## src/rtl/core/aeqp_pkg.sv

```systemverilog
// Shared types, codes and constants of the Accept-Encoding q-value parser.
package aeqp_pkg;

	// Parser states; codes above the error state are never entered.
	typedef enum logic [3:0] {
		ST_START       = 4'd0,
		ST_NAME        = 4'd1,
		ST_NAME_SP     = 4'd2,
		ST_QVAL        = 4'd3,
		ST_Q           = 4'd4,
		ST_EQ          = 4'd5,
		ST_POINT       = 4'd6,
		ST_TENTHS      = 4'd7,
		ST_HUNDREDTHS  = 4'd8,
		ST_THOUSANDTHS = 4'd9,
		ST_AFTER_Q     = 4'd10,
		ST_ERROR       = 4'd11
	} state_t;

	// Kinds of result word.
	typedef enum logic [1:0] {
		K_NAME  = 2'd0,
		K_ENTRY = 2'd1,
		K_ERROR = 2'd2,
		K_DONE  = 2'd3
	} kind_t;

	localparam logic [10:0] Q_ONE      = 11'd1000;
	localparam logic [10:0] Q_ZERO     = 11'd0;
	localparam logic [10:0] Q_TENTH    = 11'd100;
	localparam logic [10:0] Q_HUNDREDTH = 11'd10;

	localparam logic [7:0] CH_SEMI  = 8'h3B;
	localparam logic [7:0] CH_COMMA = 8'h2C;
	localparam logic [7:0] CH_Q     = 8'h71;
	localparam logic [7:0] CH_EQ    = 8'h3D;
	localparam logic [7:0] CH_DOT   = 8'h2E;
	localparam logic [7:0] CH_ZERO  = 8'h30;
	localparam logic [7:0] CH_ONE   = 8'h31;
	localparam logic [7:0] CH_NINE  = 8'h39;
	localparam logic [7:0] CH_TAB   = 8'h09;
	localparam logic [7:0] CH_CR    = 8'h0D;
	localparam logic [7:0] CH_SPACE = 8'h20;

	// Result queue depth and the fill level up to which a new word may enter.
	localparam int OQ_DEPTH = 8;
	localparam int OQ_AW    = $clog2(OQ_DEPTH);
	localparam int OQ_CW    = $clog2(OQ_DEPTH + 1);
	localparam logic [OQ_CW-1:0] OQ_ROOM_LEVEL = OQ_CW'(OQ_DEPTH - 4);
	localparam logic [OQ_CW-1:0] OQ_FULL_LEVEL = OQ_CW'(OQ_DEPTH);

	typedef struct packed {
		kind_t       kind;
		logic [7:0]  name_byte;
		logic [10:0] quality;
		logic        last_of_run;
	} res_t;

	// What one parsed word leaves for the result queue: zero, one or two results.
	typedef struct packed {
		logic [1:0] cnt;
		res_t       r0;
		res_t       r1;
	} step_res_t;

	function automatic res_t mk_res(kind_t k, logic [7:0] b, logic [10:0] q);
		res_t r;
		r.kind        = k;
		r.name_byte   = b;
		r.quality     = q;
		r.last_of_run = 1'b0;
		return r;
	endfunction

endpackage

```

## src/rtl/core/aeqp_in_if.sv

```systemverilog
// Input channel of the parser: one header character or end-of-header word.
interface aeqp_in_if;
	logic       valid;
	logic       ready;
	logic       mode;
	logic [7:0] char_in;

	modport source (output valid, output mode, output char_in, input ready);
	modport sink (input valid, input mode, input char_in, output ready);
endinterface

```

## src/rtl/core/aeqp_out_if.sv

```systemverilog
// Output channel of the parser: one result word.
interface aeqp_out_if;
	logic        valid;
	logic        ready;
	logic [1:0]  kind;
	logic [7:0]  name_byte;
	logic [10:0] quality;
	logic        last_of_run;

	modport source (output valid, output kind, output name_byte, output quality,
		output last_of_run, input ready);
	modport sink (input valid, input kind, input name_byte, input quality,
		input last_of_run, output ready);
endinterface

```

## src/rtl/core/aeqp_core.sv

```systemverilog
// Parser core: input register, parser state, q-value accumulator and result decode.
module aeqp_core
	import aeqp_pkg::*;
(
	input  logic       clk,
	input  logic       arst_n,
	input  logic       take,
	input  logic       mode,
	input  logic [7:0] char_in,
	output step_res_t  res
);

	logic        valid_s1;
	logic        mode_s1;
	logic [7:0]  char_s1;
	state_t      state_q;
	state_t      state_nxt;
	logic [10:0] acc_q;
	logic [10:0] acc_nxt;

	logic        ws;
	logic        dig;
	logic [10:0] dig_v;
	logic [10:0] acc_tenths;
	logic [10:0] acc_hundredths;
	logic [10:0] acc_thousandths;
	logic [1:0]  cnt;
	res_t        r0;
	res_t        r1;

	always_ff @(posedge clk or negedge arst_n) begin
		if (!arst_n) begin
			valid_s1 <= 1'b0;
		end else begin
			valid_s1 <= take;
		end
	end

	always_ff @(posedge clk) begin
		if (take) begin
			mode_s1 <= mode;
			char_s1 <= char_in;
		end
	end

	assign ws  = (char_s1 == CH_SPACE) || ((char_s1 >= CH_TAB) && (char_s1 <= CH_CR));
	assign dig = (char_s1 >= CH_ZERO) && (char_s1 <= CH_NINE);
	assign dig_v = dig ? 11'(char_s1 - CH_ZERO) : 11'd0;

	// The accumulator wraps at eleven bits.
	assign acc_tenths      = acc_q + dig_v * Q_TENTH;
	assign acc_hundredths  = acc_q + dig_v * Q_HUNDREDTH;
	assign acc_thousandths = acc_q + dig_v;

	// Next state and accumulator.
	always_comb begin
		state_nxt = state_q;
		acc_nxt   = acc_q;
		if (mode_s1) begin
			state_nxt = ST_START;
			acc_nxt   = Q_ZERO;
		end else begin
			case (state_q)
				ST_START: begin
					if (!ws) state_nxt = ST_NAME;
				end
				ST_NAME: begin
					if (char_s1 == CH_SEMI) state_nxt = ST_Q;
					else if (char_s1 == CH_COMMA) state_nxt = ST_START;
					else if (ws) state_nxt = ST_NAME_SP;
				end
				ST_NAME_SP: begin
					if (char_s1 == CH_SEMI) state_nxt = ST_Q;
					else if (char_s1 == CH_COMMA) state_nxt = ST_START;
					else if (!ws) state_nxt = ST_ERROR;
				end
				ST_Q: begin
					if (char_s1 == CH_Q) state_nxt = ST_EQ;
					else if (!ws) state_nxt = ST_ERROR;
				end
				ST_EQ: begin
					if (char_s1 == CH_EQ) state_nxt = ST_QVAL;
					else if (!ws) state_nxt = ST_ERROR;
				end
				ST_QVAL: begin
					if (char_s1 == CH_ZERO) begin
						acc_nxt   = Q_ZERO;
						state_nxt = ST_POINT;
					end else if (char_s1 == CH_ONE) begin
						acc_nxt   = Q_ONE;
						state_nxt = ST_POINT;
					end else if (!ws) begin
						state_nxt = ST_ERROR;
					end
				end
				ST_POINT: begin
					if (char_s1 == CH_DOT) state_nxt = ST_TENTHS;
					else if (char_s1 == CH_COMMA) state_nxt = ST_START;
					else if (ws) state_nxt = ST_AFTER_Q;
					else state_nxt = ST_ERROR;
				end
				ST_AFTER_Q: begin
					if (char_s1 == CH_COMMA) state_nxt = ST_START;
					else if (!ws) state_nxt = ST_ERROR;
				end
				ST_TENTHS: begin
					if (dig) begin
						acc_nxt   = acc_tenths;
						state_nxt = ST_HUNDREDTHS;
					end else if (ws) begin
						state_nxt = ST_AFTER_Q;
					end
				end
				ST_HUNDREDTHS: begin
					if (dig) begin
						acc_nxt   = acc_hundredths;
						state_nxt = ST_THOUSANDTHS;
					end else if (char_s1 == CH_COMMA) begin
						state_nxt = ST_START;
					end else if (ws) begin
						state_nxt = ST_AFTER_Q;
					end
				end
				ST_THOUSANDTHS: begin
					if (dig) begin
						acc_nxt   = acc_thousandths;
						state_nxt = ST_AFTER_Q;
					end else if (char_s1 == CH_COMMA) begin
						state_nxt = ST_START;
					end else if (ws) begin
						state_nxt = ST_AFTER_Q;
					end else begin
						state_nxt = ST_ERROR;
					end
				end
				default: begin
					state_nxt = state_q;
				end
			endcase
		end
	end

	// Results of the word in the input register.
	always_comb begin
		cnt = 2'd0;
		r0  = mk_res(K_NAME, 8'd0, Q_ZERO);
		r1  = mk_res(K_DONE, 8'd0, Q_ZERO);
		if (mode_s1) begin
			cnt = 2'd2;
			case (state_q)
				ST_NAME, ST_NAME_SP: r0 = mk_res(K_ENTRY, 8'd0, Q_ONE);
				ST_QVAL, ST_POINT, ST_TENTHS, ST_HUNDREDTHS, ST_THOUSANDTHS:
					r0 = mk_res(K_ENTRY, 8'd0, acc_q);
				ST_Q, ST_EQ: r0 = mk_res(K_ERROR, 8'd0, Q_ZERO);
				default: begin
					cnt = 2'd1;
					r0  = mk_res(K_DONE, 8'd0, Q_ZERO);
				end
			endcase
		end else begin
			case (state_q)
				ST_START: begin
					if (!ws) begin
						cnt = 2'd1;
						r0  = mk_res(K_NAME, char_s1, Q_ZERO);
					end
				end
				ST_NAME: begin
					if (char_s1 == CH_COMMA) begin
						cnt = 2'd1;
						r0  = mk_res(K_ENTRY, 8'd0, Q_ONE);
					end else if (char_s1 != CH_SEMI && !ws) begin
						cnt = 2'd1;
						r0  = mk_res(K_NAME, char_s1, Q_ZERO);
					end
				end
				ST_NAME_SP: begin
					if (char_s1 == CH_COMMA) begin
						cnt = 2'd1;
						r0  = mk_res(K_ENTRY, 8'd0, Q_ONE);
					end else if (char_s1 != CH_SEMI && !ws) begin
						cnt = 2'd1;
						r0  = mk_res(K_ERROR, 8'd0, Q_ZERO);
					end
				end
				ST_Q: begin
					if (char_s1 != CH_Q && !ws) begin
						cnt = 2'd1;
						r0  = mk_res(K_ERROR, 8'd0, Q_ZERO);
					end
				end
				ST_EQ: begin
					if (char_s1 != CH_EQ && !ws) begin
						cnt = 2'd1;
						r0  = mk_res(K_ERROR, 8'd0, Q_ZERO);
					end
				end
				ST_QVAL: begin
					if (char_s1 != CH_ZERO && char_s1 != CH_ONE && !ws) begin
						cnt = 2'd1;
						r0  = mk_res(K_ERROR, 8'd0, Q_ZERO);
					end
				end
				ST_POINT: begin
					if (char_s1 == CH_COMMA || ws) begin
						cnt = 2'd1;
						r0  = mk_res(K_ENTRY, 8'd0, acc_q);
					end else if (char_s1 != CH_DOT) begin
						cnt = 2'd1;
						r0  = mk_res(K_ERROR, 8'd0, Q_ZERO);
					end
				end
				ST_AFTER_Q: begin
					if (char_s1 != CH_COMMA && !ws) begin
						cnt = 2'd1;
						r0  = mk_res(K_ERROR, 8'd0, Q_ZERO);
					end
				end
				ST_TENTHS: begin
					if (!dig && ws) begin
						cnt = 2'd1;
						r0  = mk_res(K_ENTRY, 8'd0, acc_q);
					end
				end
				ST_HUNDREDTHS: begin
					if (!dig && (char_s1 == CH_COMMA || ws)) begin
						cnt = 2'd1;
						r0  = mk_res(K_ENTRY, 8'd0, acc_q);
					end
				end
				ST_THOUSANDTHS: begin
					cnt = 2'd1;
					if (dig) r0 = mk_res(K_ENTRY, 8'd0, acc_thousandths);
					else if (char_s1 == CH_COMMA || ws) r0 = mk_res(K_ENTRY, 8'd0, acc_q);
					else r0 = mk_res(K_ERROR, 8'd0, Q_ZERO);
				end
				default: begin
					cnt = 2'd0;
				end
			endcase
		end
		r0.last_of_run = (cnt == 2'd1);
		r1.last_of_run = 1'b1;
	end

	always_ff @(posedge clk or negedge arst_n) begin
		if (!arst_n) begin
			state_q <= ST_START;
			acc_q   <= Q_ZERO;
		end else if (valid_s1) begin
			state_q <= state_nxt;
			acc_q   <= acc_nxt;
		end
	end

	assign res.cnt = valid_s1 ? cnt : 2'd0;
	assign res.r0  = r0;
	assign res.r1  = r1;

	// Two results come only from an end-of-header word.
	a_two_only_at_end: assert property (@(posedge clk) disable iff (!arst_n)
		(res.cnt == 2'd2) |-> mode_s1)
		else $error("two results from a header character");

	// An end-of-header word leaves the parser in its reset state.
	a_end_resets: assert property (@(posedge clk) disable iff (!arst_n)
		(valid_s1 && mode_s1) |=> (state_q == ST_START && acc_q == Q_ZERO))
		else $error("parser not reset after end of header");

	// An error is reported at most once: never from the error state.
	a_error_once: assert property (@(posedge clk) disable iff (!arst_n)
		(res.cnt != 2'd0 && res.r0.kind == K_ERROR) |-> (state_q != ST_ERROR))
		else $error("syntax error reported twice");

	// The error state is left only by the end of the header.
	a_error_sticky: assert property (@(posedge clk) disable iff (!arst_n)
		(valid_s1 && !mode_s1 && state_q == ST_ERROR) |=> (state_q == ST_ERROR))
		else $error("error state left on a header character");

endmodule

```

## src/rtl/core/aeqp_outq.sv

```systemverilog
// Result queue: takes up to two result words per cycle, gives one per cycle on pop.
module aeqp_outq
	import aeqp_pkg::*;
(
	input  logic      clk,
	input  logic      arst_n,
	input  step_res_t push,
	input  logic      pop,
	output logic      valid,
	output res_t      head,
	output logic      room
);

	res_t             mem_q [OQ_DEPTH];
	logic [OQ_AW-1:0] wr_ptr_q;
	logic [OQ_AW-1:0] rd_ptr_q;
	logic [OQ_CW-1:0] count_q;
	logic             do_pop;

	assign valid  = (count_q != '0);
	assign head   = mem_q[rd_ptr_q];
	assign do_pop = valid && pop;
	// Room for a word in the input register and one more behind it.
	assign room   = (count_q <= OQ_ROOM_LEVEL);

	always_ff @(posedge clk) begin
		if (push.cnt != 2'd0) mem_q[wr_ptr_q] <= push.r0;
		if (push.cnt == 2'd2) mem_q[wr_ptr_q + OQ_AW'(1)] <= push.r1;
	end

	always_ff @(posedge clk or negedge arst_n) begin
		if (!arst_n) begin
			wr_ptr_q <= '0;
			rd_ptr_q <= '0;
			count_q  <= '0;
		end else begin
			wr_ptr_q <= wr_ptr_q + OQ_AW'(push.cnt);
			rd_ptr_q <= rd_ptr_q + OQ_AW'(do_pop);
			count_q  <= count_q + OQ_CW'(push.cnt) - OQ_CW'(do_pop);
		end
	end

	a_no_overflow: assert property (@(posedge clk) disable iff (!arst_n)
		(count_q + OQ_CW'(push.cnt)) <= OQ_FULL_LEVEL)
		else $error("result queue overflow");

	a_count_bound: assert property (@(posedge clk) disable iff (!arst_n)
		count_q <= OQ_FULL_LEVEL)
		else $error("result queue count out of range");

	a_count_step: assert property (@(posedge clk) disable iff (!arst_n)
		(push.cnt == 2'd0 && !do_pop) |=> $stable(count_q))
		else $error("result queue count moved without push or pop");

endmodule

```

## src/rtl/core/accept_encoding_qvalue_parser.sv

```systemverilog
// Top level of the Accept-Encoding q-value parser.
// Path: an accepted word is held in the input register and decoded there against
// the parser state; its results are written into the result queue, whose head
// drives the result word.
// Throughput: one input word per cycle while the queue has room, one result word out
// per cycle, so only end-of-header words (up to two results) slow a fully loaded stream.
// Reset: arst_n clears the parser state, the q-value accumulator and the result queue.
module accept_encoding_qvalue_parser
	import aeqp_pkg::*;
(
	input  logic           clk,
	input  logic           arst_n,
	aeqp_in_if.sink        hdr,
	aeqp_out_if.source     evt
);

	// The parser core registers each accepted word, then decodes it against the
	// current parser state in one short step: at most a compare of the byte
	// against a few characters and an eleven-bit add of a constant-scaled digit.
	// Every decoded word pushes zero, one or two results into the queue, which
	// keeps the result side apart from the input side so that a stalled consumer
	// does not stop the parser until the queue runs short of room.
	step_res_t step_res;
	res_t      head;
	logic      room;
	logic      take;

	// A new word is taken only when the queue can absorb the worst case of the
	// word now in the input register plus the new one.
	assign hdr.ready = room;
	assign take      = hdr.valid && room;

	aeqp_core u_core (
		.clk     (clk),
		.arst_n  (arst_n),
		.take    (take),
		.mode    (hdr.mode),
		.char_in (hdr.char_in),
		.res     (step_res)
	);

	aeqp_outq u_outq (
		.clk    (clk),
		.arst_n (arst_n),
		.push   (step_res),
		.pop    (evt.ready),
		.valid  (evt.valid),
		.head   (head),
		.room   (room)
	);

	// The head of the queue drives the result word directly.
	assign evt.kind        = head.kind;
	assign evt.name_byte   = head.name_byte;
	assign evt.quality     = head.quality;
	assign evt.last_of_run = head.last_of_run;

	// Nothing is taken while the queue lacks room.
	a_take_needs_room: assert property (@(posedge clk) disable iff (!arst_n)
		take |-> room)
		else $error("input word taken without queue room");

	// A taken end-of-header word always yields at least one result in the cycle after it
	// is taken; a header character may yield none.
	a_end_yields: assert property (@(posedge clk) disable iff (!arst_n)
		(take && hdr.mode) |=> (step_res.cnt != 2'd0))
		else $error("end of header produced no result");

	// Each done word closes its run.
	a_done_last: assert property (@(posedge clk) disable iff (!arst_n)
		(evt.valid && head.kind == K_DONE) |-> head.last_of_run)
		else $error("done word not marked last");

endmodule

```

## src/flat_wrapper.sv

```systemverilog
// flat-port wrapper written by rule: the top's interface ports become plain ports
module accept_encoding_qvalue_parser_flat import aeqp_pkg::*;
  (clk, arst_n, hdr_valid, hdr_mode, hdr_char_in, hdr_ready, evt_valid, evt_kind, evt_name_byte, evt_quality, evt_last_of_run, evt_ready);
  aeqp_in_if hdr_i ();
  aeqp_out_if evt_i ();
  input  logic clk;
  input  logic arst_n;
  input wire logic [$bits(hdr_i.valid)-1:0] hdr_valid;
  input wire logic [$bits(hdr_i.mode)-1:0] hdr_mode;
  input wire logic [$bits(hdr_i.char_in)-1:0] hdr_char_in;
  output wire logic [$bits(hdr_i.ready)-1:0] hdr_ready;
  output wire logic [$bits(evt_i.valid)-1:0] evt_valid;
  output wire logic [$bits(evt_i.kind)-1:0] evt_kind;
  output wire logic [$bits(evt_i.name_byte)-1:0] evt_name_byte;
  output wire logic [$bits(evt_i.quality)-1:0] evt_quality;
  output wire logic [$bits(evt_i.last_of_run)-1:0] evt_last_of_run;
  input wire logic [$bits(evt_i.ready)-1:0] evt_ready;
  assign hdr_i.valid = hdr_valid;
  assign hdr_i.mode = hdr_mode;
  assign hdr_i.char_in = hdr_char_in;
  assign hdr_ready = hdr_i.ready;
  assign evt_valid = evt_i.valid;
  assign evt_kind = evt_i.kind;
  assign evt_name_byte = evt_i.name_byte;
  assign evt_quality = evt_i.quality;
  assign evt_last_of_run = evt_i.last_of_run;
  assign evt_i.ready = evt_ready;
  accept_encoding_qvalue_parser u_core (.clk(clk), .arst_n(arst_n), .hdr(hdr_i), .evt(evt_i));
endmodule
```

## config.mk

```make
export PLATFORM = sky130hd
export DESIGN_NAME = accept_encoding_qvalue_parser_flat
export DESIGN_NICKNAME = d
export VERILOG_FILES = /design/src/rtl/core/aeqp_pkg.sv /design/src/rtl/core/aeqp_in_if.sv /design/src/rtl/core/aeqp_out_if.sv /design/src/rtl/core/aeqp_core.sv /design/src/rtl/core/aeqp_outq.sv /design/src/rtl/core/accept_encoding_qvalue_parser.sv /design/src/flat_wrapper.sv
export SDC_FILE = /design/constraint.sdc
export NUM_CORES = 1
export LEC_CHECK = 0
export ABC_CLOCK_PERIOD_IN_PS = 6850
export BUFFER_PORTS_ARGS = -buffer_cell sky130_fd_sc_hd__buf_2
export CAP_MARGIN = 10
export CORE_MARGIN = 3
export CORE_UTILIZATION = 30
export CTS_CLUSTER_DIAMETER = 200
export CTS_CLUSTER_SIZE = 30
export DETAILED_ROUTE_END_ITERATION = 16
export GPL_TIMING_DRIVEN = 1
export SLEW_MARGIN = 30
export SYNTH_ARGS = -nofsm -noshare
export SYNTH_HDL_FRONTEND = slang
export SYNTH_HIERARCHICAL = 1
export SYNTH_SLANG_ARGS = --single-unit
```

## constraint.sdc

```tcl
create_clock -name clk -period 6.85 [get_ports clk]
set_input_delay 0.3425 -clock clk [delete_from_list [all_inputs] [get_ports clk]]
set_output_delay 0.3425 -clock clk [all_outputs]
set_load 0.005 [all_outputs]
```

# ---- Word-level counts from Yosys, hierarchy flattened
# Memory sizes are Yosys's and may differ from the RTL's.
# Cells that the tools add are included.
dict set report op_classes {
  n_lt_le_gt_ge 5
  n_eq_ne 33
  mux 66
  reduce_logical 27
  add_sub_neg 9
  mul 2
}
# operator n
set ops {}
lappend ops {{$mux 22} 11}
lappend ops {{$pmux 22 s11} 1}
lappend ops {{$mux 11} 7}
lappend ops {{$mux 4} 19}
lappend ops {{$pmux 22 s3} 1}
lappend ops {{$mux 21} 3}
lappend ops {{$eq 8x6->1 const B} 7}
lappend ops {{$ne 8x6->1 const B} 6}
lappend ops {{$pmux 11 s4} 1}
lappend ops {{$pmux 4 s11} 1}
lappend ops {{$mux 20} 2}
lappend ops {{$add 11x11->11} 3}
lappend ops {{$pmux 2 s10} 1}
lappend ops {{$eq 4x3->1 const B} 4}
lappend ops {{$mux 1} 16}
lappend ops {{$eq 4x4->1 const B} 3}
lappend ops {{$logic_and 1x1->1} 12}
lappend ops {{$ne 3x3->1 const B} 4}
lappend ops {{$reduce_bool 12->1} 1}
lappend ops {{$mul 11x3->10 const B} 1}
lappend ops {{$mul 11x5->9 const B} 1}
lappend ops {{$reduce_or 9->1} 1}
lappend ops {{$sub 8x6->9 const B} 1}
lappend ops {{$eq 4x2->1 const B} 2}
lappend ops {{28 further kinds} 33}
dict set report word_totals {
  out_inout_bits 24
  mem_bits_rw 176
  register_bits 35
  wordCells 151
  n_memories 1
  inputBits 13
}
# memory depth word_bits rd rd_clocked_by_memory_dff wr line
set mem_list {}
lappend mem_list {u_core.u_outq.mem_q 8 22 1 0 2 aeqp_outq.sv:14} ;# res_t mem_q [OQ_DEPTH];

# ---- Longest topological paths before layout
dict set report depth {
  word_depth 13
  ltp_mapped 22
  depth_no_buf 20
}

# ---- Hierarchy
# Netlist, hierarchy kept.
# mod area_per_inst_um2 n_inst cells_per_inst seq_area_each_um2
set by_module_without_submodules {}
lappend by_module_without_submodules {aeqp_outq 9794.4 1 522 5535.3}
lappend by_module_without_submodules {aeqp_core 4553.1 1 598 670.6}
lappend by_module_without_submodules {accept_encoding_qvalue_parser 6.3 1 1 0.0}

# ---- Least setup slack after synthesis
# No wires, ideal clock.
dict set report synth_timing {
  path_kind {reg2reg}
  startpoint {register u_core.u_core.char_s1[4]}
  endpoint {register u_core.u_core.acc_q[10]}
  path_slack_ns 1.569
  stages_incl_launch_ff 23
  period_less_slack_ns 5.281
  path_buffers 3
  setup_ns 0.080
  arrival_time_ns 5.201
  required_time_ns 6.770
  cell_sequence {edfxtp_1 ha_1 buf_2 or4b_4 o22ai_2 nand2_2 buf_1 buf_1 nor2_1 ha_1 ha_1 ha_1 inv_1 fa_1 xnor2_1 ha_1 or3_1 a31o_1 a41oi_1 xnor2_1 a22oi_1 or3_1 a2bb2oi_1}
}
dict set report synth_via {
  elab_chain_cells 8
  word_cells_on_any_way 23
  classes_between {add/sub (4); mul (2); order compare (2); eq/ne (6); mux (7); reduce/logical (2)}
}
# item line
set synth_lines {}
lappend synth_lines {{start, declared} aeqp_core.sv:15} ;# logic [7:0] char_s1;
lappend synth_lines {{start signal, assigned} aeqp_core.sv:42} ;# char_s1 <= char_in;
lappend synth_lines {{$ge 8x6->1 or $le 8x6->1 (tied branches)} aeqp_core.sv:47} ;# assign dig = (char_s1 >= CH_ZERO) && (char_s1 <= CH_NINE);
lappend synth_lines {{$logic_and 1x1->1} aeqp_core.sv:47}
lappend synth_lines {{$mux 11} aeqp_core.sv:48} ;# assign dig_v = dig ? 11'(char_s1 - CH_ZERO) : 11'd0;
lappend synth_lines {{$mul 11x3->10 or $mul 11x5->9 (tied branches)} {aeqp_core.sv:52, aeqp_core.sv:51}}
lappend synth_lines {{$add 11x11->11, on equally long branches} {aeqp_core.sv:52, aeqp_core.sv:51}}
lappend synth_lines {{$mux 11, on equally long branches} {aeqp_core.sv:115, aeqp_core.sv:107}}
lappend synth_lines {{$pmux 11 s4} aeqp_core.sv:63} ;# case (state_q)
lappend synth_lines {{$mux 11} aeqp_core.sv:59} ;# if (mode_s1) begin
lappend synth_lines {{end signal, assigned} aeqp_core.sv:252} ;# acc_q <= acc_nxt;
lappend synth_lines {{end, declared} aeqp_core.sv:18} ;# logic [10:0] acc_q;
# Several ways; a longest one is shown, not always the timed one. The select of a mux whose other input is x is not followed.
# A chain may end at the register's enable or synchronous reset.

# ---- Worst setup path in the final report
# Same ends and word-level chain as after synthesis.

==> results.toml <==
[status]
status = "completed"

[clock_network]
clock-root-buffer = "clkbuf_16"
post_cts_resized = 0
post_cts_buffers = 0
holdBufCountCts = 1
clkSinkCount = 211
htree_levels = 1
tritoncts = "done"
numCtsBuffers = 11
clockBufferDepth = 3
clk_latency_ps = 480
clk_pin_slew_ps = 120

[run]
cap_viol_max_count = 0

[drt]
vias = 9168
drc = 0
routedWlPerCell_um = 21.05
drtIter0Drc = 850
totalWireLength_mm = 36.57
firstDrtPassIters = 5
drtAntennaViolNets = 0
viasPerCell = 5.278

[synth]
synth.distinct_cells = 89
ys_ff_latch = 211
yosysSeqAreaShare_pct = 43.24
syn_area_per_cell_um2 = 12.80
synth_edf_count = 185
synth_warnings = 6
syn_inst = 1121
syn_area_um2 = 14350
async_flop_share_pct = 12.32
synth-main-ff-cell = "edfxtp_1"

[placed_design]
port_buffers = 36
placedCellCount = 1718
dp_hpwl_mm = 24.13
gp_congestion = 0.8866

[grt]
grt_max_degree = 46
grtUsageTotal_pct = 14.16
first_global_vias = 9209
grt_pass1_wl_mm = 55.60
overflow = 0
antenna_found_initial = 0

[cells_and_area]
layout.cells.non_filler = 1737
final.fill_count = 4611
n_antenna_cell = 0
final_util_pct = 32.86
nets = 1204
layout_common_cells = "185 x edfxtp_1, 112 x mux2_2, 77 x mux2_4, 59 x ha_1, 53 x nor2_1"
final_common_cell = "edfxtp_1"
area_delta_synth_final_pct = 7.470
final_layout_size_suffix_gt1_share_pct = 31.33

[timing]
final-setup-viol-count = 0
period_minus_slack_ps = 5815
worst_slew_pin_slew_ps = 858.1
slew_headroom_pct = 42.59
grt_setup_unrepaired = "false"
fin_crit_sh_pct = 84.89
fin_tns_setup_ps = 0
slew_violations = 0
hold_viol = 0
fmax_mhz = 172.0
finClkSkew_ps = 45.19

[floorplanning]
fp.coreArea_um2 = 46950
die_h_um = 224.7
die_w_um = 224.7
ios = 37
dieArea_um2 = 50510
initial_core_util_pct = 30.57
rows = 79

[power_and_ir_drop]
p_leak_uw = 0.005932
powerDensity_nw_per_um2 = 347.6
irDropWorstVdd_mv = 0.1774

[setup_path]
arrival_ps = 6220
endpoint_kind = "flop"
rrSetupSlack_ps = 1040
cp.required_ps = 7260
path_class = "flop to flop"
critPathLaunchType = "flop"
worstPathMaxFanout = 26

[worst_hold_path]
hold_path.class = "input port to flop"
-- metrics by stage --
| stage | setup WS [ps] | instance area [um2] | power, uW | hold slack (ps) |
|---|---|---|---|---|
| floorplan | 1569 | 14430 | 3926 | 46.91 |
| global placement | 1302 | 15040 | 4617 | 400.1 |
| detailed placement | 1117 | 15060 | 4659 | 410.0 |
| CTS | 1084 | 15400 | 5393 | 17.89 |
| global route | 741.1 | 15430 | 5699 | 12.78 |
| finish | 1035 | 15430 | 5362 | 31.08 |
-- layout make-up --
type / instances / area [um2] / share of cell area (%)
Multi-Input combinational cell: 805 / 7636 / 49.50
Sequential cell: 211 / 6208 / 40.25
Tap cell: 607 / 759.5 / 4.923
Timing Repair Buffer: 56 / 344.1 / 2.231
Clock buffer: 16 / 294.0 / 1.906
Inverter: 41 / 153.9 / 0.9977
Clock inverter: 1 / 30.03 / 0.1947
-- metal layers --
layer,vias to the layer above,wire length (um),GRT usage (%)
li1,4244,-,-
met1,4601,16520,20.11
met2,294,17600,24.19
met3,29,2119,1.449
met4,0,328,1.763
met5,-,0,0
-- power by group --
| group | switching, uW | internal [uW] | total (uW) |
|---|---|---|---|
| clock | 417 | 312 | 730 |
| sequential | 212 | 1760 | 1970 |
| combinational | 1380 | 1280 | 2660 |
-- path summary, 6_finish.rpt --
kind	from	endpoint	depth (start not counted)
min reg2reg	u_core/u_outq/rd_ptr_q[0]	u_core/u_outq/rd_ptr_q[0]	1
min in group asynchronous	arst_n	u_core/u_core/acc_q[9]	2
min	hdr_char_in[6]	u_core/u_core/char_s1[6]	1
max	u_core/u_core/char_s1[4]	u_core/u_core/acc_q[10]	19
max reg2reg	u_core/u_core/char_s1[4]	u_core/u_core/acc_q[10]	19
max in group asynchronous	arst_n	u_core/u_core/acc_q[3]	2
-- cell families (layout without fill, tap and decap cells) --
logic type,after synthesis,count (layout),synth area share [%]
AO/OA/AOI/OAI,209,209,9.833
XOR/XNOR,55,55,3.539
adder cells (fa/ha/maj),67,67,6.119
buffers and inverters,126,114,4.751
flip-flops,211,211,43.24
multiplexers,247,247,24.81
other,2,23,0.05232
AND/OR/NAND/NOR,204,204,7.662
-- registers in the layout, indices dropped and copies added (netlist names) --
signal / flops
u_core/u_core/char_s1: 8
u_core/u_outq/mem_q: 176
u_core/u_core/mode_s1: 1
u_core/u_outq/count_q: 4
u_core/u_outq/rd_ptr_q: 3
u_core/u_outq/wr_ptr_q: 3
u_core/u_core/acc_q: 11
u_core/u_core/valid_s1: 1
u_core/u_core/state_q: 4
-- synth_stat cells, types with 29 or more instances --
master | number | area (um2)
mux4_2 | 44 | 991.0
a21oi_1 | 52 | 260.3
buf_4 | 29 | 217.7
xnor2_1 | 38 | 332.8
nor2_1 | 53 | 198.9
edfxtp_1 | 185 | 5555
mux2_4 | 77 | 1156
inv_1 | 40 | 150.1
ha_1 | 59 | 738.2
o21ai_0 | 41 | 205.2
nand2_1 | 51 | 191.4
mux2_2 | 112 | 1261
-- critical path, stage by stage, from the launching register on --
cell	delay (ps)
edfxtp_1	480
ha_1	430
or4b_4	550
o22ai_2	240
nand2_2	370
nor2_1	410
ha_1	240
ha_1	240
ha_1	300
inv_1	70
fa_1	450
xnor2_1	140
ha_1	190
or3_1	400
a31o_1	210
a41oi_1	240
xnor2_1	160
a22oi_1	120
or3_1	350
a2bb2oi_1	160
No activity file was read; power rests on OpenSTA's default activity.
